==> src/rtl/mdd_pkg.sv <==
// Package of the Morse delay decoder: types, codes and the symbol table.
`default_nettype none

package mdd_pkg;

    // Configuration register width and its widened compare form
    localparam int CFG_BITS     = 16;
    localparam int CFG_EXT_BITS = 32;

    // Symbol collection limits
    localparam int          MAX_ELEMENTS = 6;
    localparam int          COUNT_BITS   = 3;
    localparam logic [2:0]  TOO_LONG     = 3'd7;

    // Character codes
    localparam logic [6:0] UNKNOWN_CHAR = 7'h23;
    localparam logic [6:0] SPACE_CHAR   = 7'h20;

    // Configuration register indexes
    typedef enum logic [1:0] {
        REG_SHORT = 2'd0,
        REG_LONG  = 2'd1,
        REG_GAP   = 2'd2
    } t_reg_idx;

    typedef struct packed {
        logic [CFG_BITS-1:0] short_delay;
        logic [CFG_BITS-1:0] long_delay;
        logic [CFG_BITS-1:0] gap_delay;
    } t_cfg;

    // One decoded symbol handed to the output stage
    typedef struct packed {
        logic       valid;
        logic [6:0] ch;
        logic       gap;
    } t_result;

    // Map element count and pattern (dot 0, dash 1, first element high) to ASCII
    function automatic logic [6:0] lookup_symbol(input logic [2:0] len,
                                                 input logic [5:0] bits);
        logic [6:0] ch;
        case ({len, bits})
            {3'd2, 6'd1}:  ch = 7'h41; // A
            {3'd4, 6'd8}:  ch = 7'h42; // B
            {3'd4, 6'd10}: ch = 7'h43; // C
            {3'd3, 6'd4}:  ch = 7'h44; // D
            {3'd1, 6'd0}:  ch = 7'h45; // E
            {3'd4, 6'd2}:  ch = 7'h46; // F
            {3'd3, 6'd6}:  ch = 7'h47; // G
            {3'd4, 6'd0}:  ch = 7'h48; // H
            {3'd2, 6'd0}:  ch = 7'h49; // I
            {3'd4, 6'd7}:  ch = 7'h4A; // J
            {3'd3, 6'd5}:  ch = 7'h4B; // K
            {3'd4, 6'd4}:  ch = 7'h4C; // L
            {3'd2, 6'd3}:  ch = 7'h4D; // M
            {3'd2, 6'd2}:  ch = 7'h4E; // N
            {3'd3, 6'd7}:  ch = 7'h4F; // O
            {3'd4, 6'd6}:  ch = 7'h50; // P
            {3'd4, 6'd13}: ch = 7'h51; // Q
            {3'd3, 6'd2}:  ch = 7'h52; // R
            {3'd3, 6'd0}:  ch = 7'h53; // S
            {3'd1, 6'd1}:  ch = 7'h54; // T
            {3'd3, 6'd1}:  ch = 7'h55; // U
            {3'd4, 6'd1}:  ch = 7'h56; // V
            {3'd3, 6'd3}:  ch = 7'h57; // W
            {3'd4, 6'd9}:  ch = 7'h58; // X
            {3'd4, 6'd11}: ch = 7'h59; // Y
            {3'd4, 6'd12}: ch = 7'h5A; // Z
            {3'd5, 6'd31}: ch = 7'h30; // 0
            {3'd5, 6'd15}: ch = 7'h31; // 1
            {3'd5, 6'd7}:  ch = 7'h32; // 2
            {3'd5, 6'd3}:  ch = 7'h33; // 3
            {3'd5, 6'd1}:  ch = 7'h34; // 4
            {3'd5, 6'd0}:  ch = 7'h35; // 5
            {3'd5, 6'd16}: ch = 7'h36; // 6
            {3'd5, 6'd24}: ch = 7'h37; // 7
            {3'd5, 6'd28}: ch = 7'h38; // 8
            {3'd5, 6'd30}: ch = 7'h39; // 9
            {3'd6, 6'd21}: ch = 7'h2E; // period
            {3'd6, 6'd51}: ch = 7'h2C; // comma
            {3'd6, 6'd56}: ch = 7'h3A; // colon
            {3'd6, 6'd42}: ch = 7'h3B; // semicolon
            {3'd6, 6'd12}: ch = 7'h3F; // question mark
            {3'd6, 6'd33}: ch = 7'h2D; // hyphen
            {3'd6, 6'd13}: ch = 7'h5F; // underscore
            {3'd5, 6'd22}: ch = 7'h28; // open paren
            {3'd6, 6'd45}: ch = 7'h29; // close paren
            {3'd6, 6'd30}: ch = 7'h27; // apostrophe
            {3'd5, 6'd10}: ch = 7'h2B; // plus
            {3'd5, 6'd18}: ch = 7'h2F; // slash
            {3'd6, 6'd26}: ch = 7'h40; // at sign
            {3'd6, 6'd6}:  ch = 7'h23; // hash
            default:       ch = UNKNOWN_CHAR;
        endcase
        return ch;
    endfunction

endpackage

`default_nettype wire

==> src/rtl/mdd_apb_regs.sv <==
// APB register block holding the three delay settings.
`default_nettype none

module mdd_apb_regs (
    input  wire logic                i_clk,
    input  wire logic                i_rst_n,
    input  wire logic                psel,
    input  wire logic                penable,
    input  wire logic                pwrite,
    input  wire logic [3:0]          paddr,
    input  wire logic [31:0]         pwdata,
    output logic      [31:0]         prdata,
    output logic                     pready,
    output mdd_pkg::t_cfg            o_cfg
);

    mdd_pkg::t_cfg    r_cfg;
    mdd_pkg::t_cfg    n_cfg;
    mdd_pkg::t_reg_idx reg_idx;
    logic             wr_en;

    assign pready  = 1'b1;
    assign reg_idx = mdd_pkg::t_reg_idx'(paddr[3:2]);
    assign wr_en   = psel && penable && pwrite;

    // Decode the write
    always_comb begin
        n_cfg = r_cfg;
        if (wr_en) begin
            case (reg_idx)
                mdd_pkg::REG_SHORT: n_cfg.short_delay = pwdata[mdd_pkg::CFG_BITS-1:0];
                mdd_pkg::REG_LONG:  n_cfg.long_delay  = pwdata[mdd_pkg::CFG_BITS-1:0];
                mdd_pkg::REG_GAP:   n_cfg.gap_delay   = pwdata[mdd_pkg::CFG_BITS-1:0];
                default:            n_cfg = r_cfg;
            endcase
        end
    end

    always_ff @(posedge i_clk) begin
        if (!i_rst_n) begin
            r_cfg.short_delay <= 16'd1;
            r_cfg.long_delay  <= 16'd3;
            r_cfg.gap_delay   <= 16'd7;
        end else begin
            r_cfg <= n_cfg;
        end
    end

    // Read back
    always_comb begin
        case (reg_idx)
            mdd_pkg::REG_SHORT: prdata = 32'(r_cfg.short_delay);
            mdd_pkg::REG_LONG:  prdata = 32'(r_cfg.long_delay);
            mdd_pkg::REG_GAP:   prdata = 32'(r_cfg.gap_delay);
            default:            prdata = 32'd0;
        endcase
    end

    assign o_cfg = r_cfg;

endmodule

`default_nettype wire

==> src/rtl/mdd_symbol_decode.sv <==
// Element collector and symbol lookup for one registered timing word.
`default_nettype none

module mdd_symbol_decode #(
    parameter int DELAY_BITS = 16
) (
    input  wire logic                  i_clk,
    input  wire logic                  i_rst_n,
    input  wire logic                  i_valid,
    input  wire logic [DELAY_BITS-1:0] i_delay,
    input  wire logic                  i_final,
    input  wire mdd_pkg::t_cfg         i_cfg,
    input  wire logic                  i_advance,
    output mdd_pkg::t_result           o_result
);

    logic [mdd_pkg::MAX_ELEMENTS-1:0] r_bits;
    logic [mdd_pkg::MAX_ELEMENTS-1:0] n_bits;
    logic [mdd_pkg::COUNT_BITS-1:0]   r_count;
    logic [mdd_pkg::COUNT_BITS-1:0]   n_count;

    logic [mdd_pkg::CFG_EXT_BITS-1:0] short_w;
    logic [mdd_pkg::CFG_EXT_BITS-1:0] long_w;
    logic [mdd_pkg::CFG_EXT_BITS-1:0] gap_w;
    logic                             is_dot;
    logic                             is_dash;

    // Compare settings in the low DELAY_BITS bits
    assign short_w = mdd_pkg::CFG_EXT_BITS'(i_cfg.short_delay);
    assign long_w  = mdd_pkg::CFG_EXT_BITS'(i_cfg.long_delay);
    assign gap_w   = mdd_pkg::CFG_EXT_BITS'(i_cfg.gap_delay);
    assign is_dot  = (i_delay == short_w[DELAY_BITS-1:0]);
    assign is_dash = !is_dot && (i_delay == long_w[DELAY_BITS-1:0]);

    // Emit a symbol on any word that is neither dot nor dash
    assign o_result.valid = i_valid && !is_dot && !is_dash;
    assign o_result.ch    = mdd_pkg::lookup_symbol(r_count, r_bits);
    assign o_result.gap   = (i_delay == gap_w[DELAY_BITS-1:0]) && !i_final;

    // Append an element, saturate the count, or clear on a terminator or a final word
    always_comb begin
        n_bits  = r_bits;
        n_count = r_count;
        if (i_advance) begin
            if (is_dot || is_dash) begin
                if (r_count < mdd_pkg::COUNT_BITS'(mdd_pkg::MAX_ELEMENTS)) begin
                    n_bits  = {r_bits[mdd_pkg::MAX_ELEMENTS-2:0], is_dash};
                    n_count = r_count + 1'b1;
                end else begin
                    n_count = mdd_pkg::TOO_LONG;
                end
            end else begin
                n_bits  = '0;
                n_count = '0;
            end
            if (i_final) begin
                n_bits  = '0;
                n_count = '0;
            end
        end
    end

    always_ff @(posedge i_clk) begin
        if (!i_rst_n) begin
            r_bits  <= '0;
            r_count <= '0;
        end else begin
            r_bits  <= n_bits;
            r_count <= n_count;
        end
    end

endmodule

`default_nettype wire

==> src/rtl/mdd_out_stage.sv <==
// Result register that sends a symbol and, after a word gap, a space.
`default_nettype none

module mdd_out_stage (
    input  wire logic             i_clk,
    input  wire logic             i_rst_n,
    input  wire mdd_pkg::t_result i_result,
    input  wire logic             i_out_ready,
    output logic                  o_free,
    output logic                  o_out_valid,
    output logic [6:0]            o_char_code,
    output logic                  o_run_end
);

    logic       r_valid;
    logic       n_valid;
    logic       r_gap_pending;
    logic       n_gap_pending;
    logic [6:0] r_char;
    logic [6:0] n_char;
    logic       r_end;
    logic       n_end;

    // Free when empty or when the held word is the last of its run and leaves now
    assign o_free = !r_valid || (i_out_ready && !r_gap_pending);

    always_comb begin
        n_valid       = r_valid;
        n_gap_pending = r_gap_pending;
        n_char        = r_char;
        n_end         = r_end;
        // Advance: follow a gapped symbol with a space, else drain
        if (r_valid && i_out_ready) begin
            if (r_gap_pending) begin
                n_char        = mdd_pkg::SPACE_CHAR;
                n_end         = 1'b1;
                n_gap_pending = 1'b0;
            end else begin
                n_valid = 1'b0;
            end
        end
        // Load a new symbol
        if (i_result.valid && o_free) begin
            n_valid       = 1'b1;
            n_char        = i_result.ch;
            n_end         = !i_result.gap;
            n_gap_pending = i_result.gap;
        end
    end

    always_ff @(posedge i_clk) begin
        if (!i_rst_n) begin
            r_valid       <= 1'b0;
            r_gap_pending <= 1'b0;
        end else begin
            r_valid       <= n_valid;
            r_gap_pending <= n_gap_pending;
        end
    end

    always_ff @(posedge i_clk) begin
        r_char <= n_char;
        r_end  <= n_end;
    end

    assign o_out_valid = r_valid;
    assign o_char_code = r_char;
    assign o_run_end   = r_end;

endmodule

`default_nettype wire

==> src/rtl/morse_delay_decoder_unit.sv <==
// Top level of the Morse delay decoder: input register, decode, result register.
// A terminating word shows its symbol on o_out_valid after the input register and
// then the result register; dot and dash words give no result.
// Throughput: one timing word per cycle while no result waits for the result register;
// a word gap holds the single result register for the symbol, then a space.
// Reset (synchronous, active low) clears the collected elements, the pipeline
// valids, and restores delays 1, 3 and 7.
`default_nettype none

module morse_delay_decoder_unit #(
    parameter int DELAY_BITS = 16
) (
    input  wire logic                  i_clk,
    input  wire logic                  i_rst_n,
    input  wire logic                  i_in_valid,
    output logic                       o_in_ready,
    input  wire logic [DELAY_BITS-1:0] i_delay_value,
    input  wire logic                  i_final_item,
    output logic                       o_out_valid,
    input  wire logic                  i_out_ready,
    output logic [6:0]                 o_char_code,
    output logic                       o_run_end,
    input  wire logic                  psel,
    input  wire logic                  penable,
    input  wire logic                  pwrite,
    input  wire logic [3:0]            paddr,
    input  wire logic [31:0]           pwdata,
    output logic      [31:0]           prdata,
    output logic                       pready
);

    mdd_pkg::t_cfg    cfg;
    mdd_pkg::t_result result;

    logic                  r_s1_valid;
    logic                  n_s1_valid;
    logic [DELAY_BITS-1:0] r_s1_delay;
    logic                  r_s1_final;
    logic                  in_fire;
    logic                  s1_adv;
    logic                  out_free;

    mdd_apb_regs u_regs (
        .i_clk   (i_clk),
        .i_rst_n (i_rst_n),
        .psel    (psel),
        .penable (penable),
        .pwrite  (pwrite),
        .paddr   (paddr),
        .pwdata  (pwdata),
        .prdata  (prdata),
        .pready  (pready),
        .o_cfg   (cfg)
    );

    // Input word moves on when it makes no result or the result register frees
    assign s1_adv     = r_s1_valid && (!result.valid || out_free);
    assign o_in_ready = !r_s1_valid || s1_adv;
    assign in_fire    = i_in_valid && o_in_ready;

    always_comb begin
        n_s1_valid = r_s1_valid;
        if (in_fire) begin
            n_s1_valid = 1'b1;
        end else if (s1_adv) begin
            n_s1_valid = 1'b0;
        end
    end

    always_ff @(posedge i_clk) begin
        if (!i_rst_n) begin
            r_s1_valid <= 1'b0;
        end else begin
            r_s1_valid <= n_s1_valid;
        end
    end

    // Capture the input word
    always_ff @(posedge i_clk) begin
        if (in_fire) begin
            r_s1_delay <= i_delay_value;
            r_s1_final <= i_final_item;
        end
    end

    mdd_symbol_decode #(
        .DELAY_BITS (DELAY_BITS)
    ) u_decode (
        .i_clk     (i_clk),
        .i_rst_n   (i_rst_n),
        .i_valid   (r_s1_valid),
        .i_delay   (r_s1_delay),
        .i_final   (r_s1_final),
        .i_cfg     (cfg),
        .i_advance (s1_adv),
        .o_result  (result)
    );

    mdd_out_stage u_out (
        .i_clk       (i_clk),
        .i_rst_n     (i_rst_n),
        .i_result    (result),
        .i_out_ready (i_out_ready),
        .o_free      (out_free),
        .o_out_valid (o_out_valid),
        .o_char_code (o_char_code),
        .o_run_end   (o_run_end)
    );

endmodule

`default_nettype wire

==> config.mk <==
export PLATFORM = sky130hd
export DESIGN_NAME = morse_delay_decoder_unit
export DESIGN_NICKNAME = d
export VERILOG_FILES = /design/src/rtl/mdd_pkg.sv /design/src/rtl/mdd_apb_regs.sv /design/src/rtl/mdd_symbol_decode.sv /design/src/rtl/mdd_out_stage.sv /design/src/rtl/morse_delay_decoder_unit.sv
export SDC_FILE = /design/constraint.sdc
export NUM_CORES = 1
export LEC_CHECK = 0
export BUFFER_PORTS_ARGS = -buffer_cell sky130_fd_sc_hd__buf_2
export CAP_MARGIN = 20
export CORE_MARGIN = 4
export CORE_UTILIZATION = 45
export CTS_BUF_LIST = sky130_fd_sc_hd__clkbuf_16
export CTS_CLUSTER_DIAMETER = 30
export DETAILED_ROUTE_END_ITERATION = 7
export GPL_TIMING_DRIVEN = 0
export PLACE_DENSITY = 0.78
export SLEW_MARGIN = 20
export SYNTH_ARGS = -nofsm -noshare
export SYNTH_HDL_FRONTEND = slang
export SYNTH_SLANG_ARGS = --single-unit
==> constraint.sdc <==
create_clock -name i_clk -period 7.3 [get_ports i_clk]
set_input_delay 1.095 -clock i_clk [delete_from_list [all_inputs] [get_ports i_clk]]
set_output_delay 1.095 -clock i_clk [all_outputs]
set_load 0.05 [all_outputs]
==> summary.txt, run 1 <==
==========================================================================================
RSZ-0062 raised after global routing                                                    no
Most prevalent standard cell on the critical path                             sky130_fd_sc_hd__clkbuf_1
Final critical-path share of the clock period                                       59.94%
Total power after layout                                                          1.140 mW
Clock tree from TritonCTS                                                             done
Global route total overflow                                                              0
WL final                                                                          16.76 mm
Actual transition at the worst max-transition pin                                 1.022 ns
Worst hold-check path type                                                    flop to flop
Critical-path cell list                                                       buf_2 -> clkbuf_1 -> nor2b_1 -> clkbuf_1 -> clkbuf_1 -> nand2_1 -> o21ai_0 -> buf_2
Detailed-route wire length per cell                                               19.35 um
Library cell occupying the most area in the post-synthesis netlist            sky130_fd_sc_hd__dfxtp_1
Synthesized area per cell                                                      8.364 sq um
Min cycle time layout                                                             4.376 ns
Inserted Clock Buffers                                                                   9
Iteration-0 DRC Markers                                                                490
Crit Path Category                                                            primary input to output port
Final Cell Area                                                                 6136 sq um
Full die area                                                                 13,410 sq um
Buffers & Inverters on Critical Path                                                     5
Total count of max-transition violations in the final report                             0
Half-perimeter wire length of the detailed placement result                       12.21 mm
Remaining routing DRC violations                                                         0
Die Span Y                                                                        115.8 um
Total power density per cell area                                             185.8 nW/um^2
Worst Path Max Fanout                                                                   10
Number of vias in the routed layout                                                  5,113
Post-synthesis register bit count                                                       85
Slowest-stage cell, CP                                                        sky130_fd_sc_hd__clkbuf_1
Num ports                                                                              103
Kind of capture point of the worst setup path                                  output port
Initial DRT Pass Iterations                                                              7
Clk Latency, worst-skew pair                                                       0.35 ns
Final weighted congestion in routability-driven placement                           0.9695
Distinct cells, synth                                                                   69
Number of global-route vias before repair                                            5,014
Total Negative Setup Slacks                                                           0 ns
Max-Cap Viols                                                                            0
Cell types occupying the most area after synthesis                            sky130_fd_sc_hd__dfxtp_1 23%, sky130_fd_sc_hd__edfxtp_1 14%, sky130_fd_sc_hd__nand2_1 10%, sky130_fd_sc_hd__xor2_1 8.2%, sky130_fd_sc_hd__mux2i_1 3.8%
Hold violation count in the final report                                                 0
Peak supply drop                                                               0.0001321 V
CP max stage delay                                                                 0.57 ns
Most common cell in the netlist                                               sky130_fd_sc_hd__nand2_1
Highest-utilization routing layer at the global route stage                           met2
Post-CTS Setup Bufs                                                                      0
Area share of the largest cell type after synthesis                                 22.98%
Fmax                                                                             228.5 MHz
Clock edge transition at the registers on the reported setup and hold paths        0.07 ns
Setup Viol. Count Final                                                                  0
Post-Synthesis Cells                                                                   625
Initial standard-cell utilization of the core                                       45.78%
Post-placement cell area                                                        5807 sq um
Critical Path RT                                                                   6.20 ns
Pin count of the biggest net entering global routing                                    17
Number of rows in the core area                                                         39
Sinks on Clock Net                                                                      85
Seq/Total Area, Yosys                                                               37.34%
Antenna Diode Count                                                                      0
CTS max path bufs                                                                        2
First-pass GRT wire length                                                        26.22 mm
Dominant delay contributor by cell family on the critical path                buffers and inverters
Global routing usage on met2                                                        43.81%
Area growth from synthesis to layout                                                17.38%
Number of nets still failing antenna checks after routing                                0
Arrival @ worst endpoint                                                           3.28 ns
Resize count post-CTS                                                                    0
Share of cells above drive strength 1                                               18.81%
Top cells by count, synth                                                     139 x sky130_fd_sc_hd__nand2_1, 60 x sky130_fd_sc_hd__dfxtp_1, 49 x sky130_fd_sc_hd__xor2_1, 26 x sky130_fd_sc_hd__a21boi_0, 26 x sky130_fd_sc_hd__o21ai_0
Via density per instance                                                             5.904
H-Tree Depth                                                                             3
Number of port buffers                                                                  66
Standard cell core area                                                       11,420 sq um
Aggregate global-route resource usage                                               25.19%
M3 GR Usage                                                                         4.595%
Leakage                                                                           2.460 nW
Type of element launching the critical path                                   primary input
Commonest register cell after synthesis                                       sky130_fd_sc_hd__dfxtp_1
Post-synth EDFFs                                                                        25
Fraction of registers with async set/reset                                              0%
Final Net Count                                                                        782
Global-route track usage on met1                                                    29.47%
Warnings, synthesis                                                                      0
Status                                                                        finished clean
Layout Skew                                                                    0.005299 ns
Number of antenna violations at the first check in global routing                        0
Chip Width                                                                        115.8 um
Post-synthesis instance area                                                    5228 sq um
Buffer cell driving the clock tree root                                       sky130_fd_sc_hd__clkbuf_16
Count of hold buffers inserted by post-cts repair                                        0
Max-slew headroom at the worst pin                                                  31.70%
==========================================================================================
==> registers in the layout, summed over array words and instances (netlist names) <==
| signal | flops |
|---|---|
| u_out.o_char_code | 7 |
| u_decode.r_count | 3 |
| u_decode.r_bits | 6 |
| r_s1_final | 1 |
| r_s1_delay | 16 |
| u_regs.o_cfg | 48 |
| u_out.r_gap_pending | 1 |
| r_s1_valid | 1 |
| u_out.o_run_end | 1 |
| u_out.o_out_valid | 1 |
==> final timing paths <==
| path | startpoint | to | slack (ns) | cells past startpoint |
|---|---|---|---|---|
| max | paddr[3] | prdata[0] | 2.92 | 8 |
| min | u_regs.o_cfg[22] | u_regs.o_cfg[22] | 0.48 | 2 |
| max reg2reg | u_decode.r_count[0] | u_out.o_char_code[1] | 4.58 | 10 |
| min reg2reg | u_regs.o_cfg[22] | u_regs.o_cfg[22] | 0.48 | 2 |
==> per-layer routing <==
metal	part of all wire, %	wire (um)	vias to the layer above
met2	49	8264	301
met5	0	0	-
met3	8.2	1373	65
met1	38	6306	2400
met4	4.9	816	0
li1	-	-	2347
==> cell usage in the layout (no fill, tap or decap), types with 14 or more instances in the layout <==
cell type	n
sky130_fd_sc_hd__a21boi_1	17
sky130_fd_sc_hd__nand3_1	17
sky130_fd_sc_hd__buf_2	79
sky130_fd_sc_hd__a21boi_0	26
sky130_fd_sc_hd__clkbuf_1	22
sky130_fd_sc_hd__o21ai_0	26
sky130_fd_sc_hd__nand2_1	139
sky130_fd_sc_hd__mux2i_1	20
sky130_fd_sc_hd__nor3_1	14
sky130_fd_sc_hd__edfxtp_1	25
sky130_fd_sc_hd__nor2_1	20
sky130_fd_sc_hd__buf_4	20
sky130_fd_sc_hd__conb_1	17
sky130_fd_sc_hd__dfxtp_1	60
sky130_fd_sc_hd__xor2_1	49
==> worst register-to-register path, cell delays in order (launching register included) <==
cell and delay, ns:
sky130_fd_sc_hd__dfxtp_1 0.42, sky130_fd_sc_hd__inv_1 0.10, sky130_fd_sc_hd__ha_1 0.22, sky130_fd_sc_hd__clkbuf_1 0.26, sky130_fd_sc_hd__nor2b_1 0.26, sky130_fd_sc_hd__and4_1 0.22, sky130_fd_sc_hd__o21ai_1 0.19, sky130_fd_sc_hd__o311a_1 0.23
sky130_fd_sc_hd__o211ai_1 0.14, sky130_fd_sc_hd__nor3_1 0.32, sky130_fd_sc_hd__a21oi_1 0.11
==> cells by family after synthesis <==
logic type | after synthesis | synth area share [%]
AND/OR/NAND/NOR | 268 | 25.44
AO/OA/AOI/OAI | 129 | 17.07
buffers and inverters | 66 | 6.630
flip-flops | 85 | 37.34
XOR/XNOR | 50 | 8.377
adder cells (fa/ha/maj) | 4 | 0.9574
multiplexers | 21 | 4.045
other | 2 | 0.1437
==> metrics by stage <==
| step | setup slack (ns) | hold slack, ns | instances | util [%] |
|---|---|---|---|---|
| after floorplan | 3.189 | 0.4591 | 640 | - |
| after global placement | 3.128 | 0.4659 | 849 | 50.73 |
| after detailed placement | 3.055 | 0.4751 | 850 | 50.85 |
| after CTS | 2.994 | 0.4863 | 866 | 53.74 |
| after global routing | 2.762 | 0.5122 | 866 | 53.74 |
| final | 2.924 | 0.4850 | 866 | 53.74 |
==> power by group <==
group / total [mW] / internal [mW] / switching, mW
clock: 0.514 / 0.306 / 0.208
sequential: 0.510 / 0.498 / 0.0124
combinational: 0.116 / 0.0370 / 0.0790
==> cell type report <==
| cell class | instances | area [sq um] |
|---|---|---|
| Clock inverter | 7 | 103.9 |
| Sequential cell | 85 | 1952 |
| Fill cell | 1066 | 5283 |
| Inverter | 9 | 33.78 |
| Timing Repair Buffer | 67 | 341.6 |
| Buffer | 57 | 312.8 |
| Tap cell | 143 | 178.9 |
| Multi-Input combinational cell | 489 | 2988 |
| Clock buffer | 9 | 225.2 |
Power figures use the tool's default switching activity.
==> inputs of run 2 (changes only) <==
--- a/config.mk
+++ b/config.mk
@@ -13,7 +13,7 @@
 export CTS_CLUSTER_DIAMETER = 30
 export DETAILED_ROUTE_END_ITERATION = 7
 export GPL_TIMING_DRIVEN = 0
-export PLACE_DENSITY = 0.78
+export PLACE_DENSITY = 0.81
 export SLEW_MARGIN = 20
 export SYNTH_ARGS = -nofsm -noshare
 export SYNTH_HDL_FRONTEND = slang
==> constraint.sdc (replaced) <==
create_clock -name i_clk -period 3.6 [get_ports i_clk]
set_input_delay 0.54 -clock i_clk [delete_from_list [all_inputs] [get_ports i_clk]]
set_output_delay 0.54 -clock i_clk [all_outputs]
set_load 0.05 [all_outputs]
==> run 2 against run 1 <==
Effect of this change: global-route usage fell by 1.1 points; count of clock-buffer cells in the layout did not move; sequential cell count is the same; setup slack got worse by 2.5 ns; power grew 86%; clock skew grew 0.0060 ns; design area decreased by 0.96%; critical path type unchanged.
==> summary.txt, run 2 (synthesis results as in run 1) <==
==========================================================================================
Max-Cap Viols                                                                            0
Worst hold stages                                                                        1
Total power after layout                                                          2.121 mW
Status                                                                        finished clean
Leakage                                                                           2.436 nW
Layout Skew                                                                     0.01129 ns
Type of element launching the critical path                                   primary input
Critical-path cell list                                                       buf_2 -> clkbuf_1 -> nor2b_1 -> clkbuf_1 -> clkbuf_1 -> nand2_1 -> o21ai_0 -> buf_2
Inserted Clock Buffers                                                                   9
Dominant delay contributor by cell family on the critical path                buffers and inverters
Buffer cell driving the clock tree root                                       sky130_fd_sc_hd__clkbuf_16
Clock tree from TritonCTS                                                             done
Initial DRT Pass Iterations                                                              5
Resize count post-CTS                                                                    0
Num ports                                                                              103
CP max stage delay                                                                 0.46 ns
Slowest-stage cell, CP                                                        sky130_fd_sc_hd__clkbuf_1
Number of global-route vias before repair                                            4,976
Die Span Y                                                                        115.8 um
Number of rows in the core area                                                         39
Standard cell core area                                                       11,420 sq um
Buffers & Inverters on Critical Path                                                     5
Number of antenna violations at the first check in global routing                        0
Dpl ws                                                                           0.4484 ns
Max-slew headroom at the worst pin                                                  34.80%
Most prevalent standard cell on the critical path                             sky130_fd_sc_hd__clkbuf_1
First-pass GRT wire length                                                        25.27 mm
Number of port buffers                                                                  66
R2R Path End                                                                  r_s1_delay[8]
Total Negative Setup Slacks                                                           0 ns
Critical Path RT                                                                   3.06 ns
Clock edge transition at the registers on the reported setup and hold paths        0.07 ns
Actual transition at the worst max-transition pin                                0.9759 ns
CTS max path bufs                                                                        2
Aggregate global-route resource usage                                               24.08%
Fill cell count                                                                      1,081
Endpoint of the worst setup timing path                                          prdata[0]
Clk Latency, worst-skew pair                                                       0.34 ns
Iteration-0 DRC Markers                                                                517
Reg2reg path depth                                                                       7
Count of hold buffers inserted by post-cts repair                                        0
Share of cells above drive strength 1                                               18.40%
Detailed-route wire length per cell                                               18.08 um
Final critical-path share of the clock period                                       88.50%
H-Tree Depth                                                                             3
Half-perimeter wire length of the detailed placement result                       11.71 mm
Final setup margin                                                               0.4141 ns
Number of nets still failing antenna checks after routing                                0
Most common cell after layout, fill and taps aside                            sky130_fd_sc_hd__nand2_1
Worst setup path startpoint                                                       paddr[3]
Min cycle time layout                                                             3.186 ns
Worst R2R Start                                                               r_s1_delay[8]
Crit Path Category                                                            primary input to output port
Worst hold-check path type                                                    primary input to flop
Global route total overflow                                                              0
Commonest cells after routing, fill and taps aside                            139 x sky130_fd_sc_hd__nand2_1, 79 x sky130_fd_sc_hd__buf_2, 60 x sky130_fd_sc_hd__dfxtp_1
Arrival @ worst endpoint                                                           2.65 ns
WL final                                                                          15.66 mm
Final weighted congestion in routability-driven placement                           0.9541
Sinks on Clock Net                                                                      85
Worst Path Max Fanout                                                                   10
Setup Viol. Count Final                                                                  0
Slack of the worst reg-to-reg path                                                 0.93 ns
Post-CTS Setup Bufs                                                                      0
Chip Width                                                                        115.8 um
Kind of capture point of the worst setup path                                  output port
Area growth from synthesis to layout                                                16.25%
Antenna Diode Count                                                                      0
Initial standard-cell utilization of the core                                       45.78%
Total count of max-transition violations in the final report                             0
Number of cells on the critical path                                                     8
Fmax                                                                             313.9 MHz
Full die area                                                                 13,410 sq um
RSZ-0062 raised after global routing                                                    no
Max reg flops                                                                           48
Number of vias in the routed layout                                                  4,978
Via density per instance                                                             5.748
Final Net Count                                                                        782
Total power density per cell area                                             349.0 nW/um^2
Pin count of the biggest net entering global routing                                    16
Remaining routing DRC violations                                                         0
Peak supply drop                                                               0.0003639 V
Hold violation count in the final report                                                 0
==========================================================================================
run 2: stage by stage:
step	cells	util [%]	area [sq um]	hold slack (ns)
detailed placement	850	50.89	5811	0.4730
finish	866	53.22	6077	0.3686
global placement	849	50.73	5793	0.4687
floorplan	640	-	5284	0.4591
global route	866	53.22	6077	0.3555
CTS	866	53.22	6077	0.3633
run 2: final cells by class:
class	count	area, sq um	share of cell area [%]
clock buffers	9	225.2	3.706
plain buffers	57	312.8	5.147
inverters	9	33.78	0.5559
multi-input cells	489	2988	49.17
repair buffers	67	345.3	5.683
flip-flops and latches	85	1952	32.12
clock inverters	7	41.29	0.6794
well taps	143	178.9	2.944
run 2: where the power goes:
group	switching (mW)	total, mW	internal [mW]
sequential	0.0242	1.03	1.01
combinational	0.159	0.235	0.0756
clock	0.387	0.852	0.465
run 2: metal layers:
metal | GRT usage (%) | up-vias | wire length (um)
met5 | 0 | - | 0
met4 | 13.53 | 0 | 747
met3 | 4.700 | 56 | 1136
met2 | 40.47 | 248 | 7635
met1 | 28.81 | 2315 | 6138
li1 | - | 2359 | -
run 2: worst min-delay path by stage:
stage,startpoint,to,slack (ns)
after floorplan,u_regs.o_cfg[38],u_regs.o_cfg[38],0.46
after global placement,u_regs.o_cfg[39],u_regs.o_cfg[39],0.47
after detailed placement,u_regs.o_cfg[22],u_regs.o_cfg[22],0.47
after CTS,i_delay_value[4],r_s1_delay[4],0.36
after global routing,i_delay_value[5],r_s1_delay[5],0.36
final,i_delay_value[4],r_s1_delay[4],0.37
run 2: worst register-to-register path, delay by kind of cell (launching register included):
kind	cells	cell delay, ns
DFF	1	0.47
xor gates and xnor gates	1	0.18
buffers and inverters	1	0.22
and+or+nand+nor	5	1.51
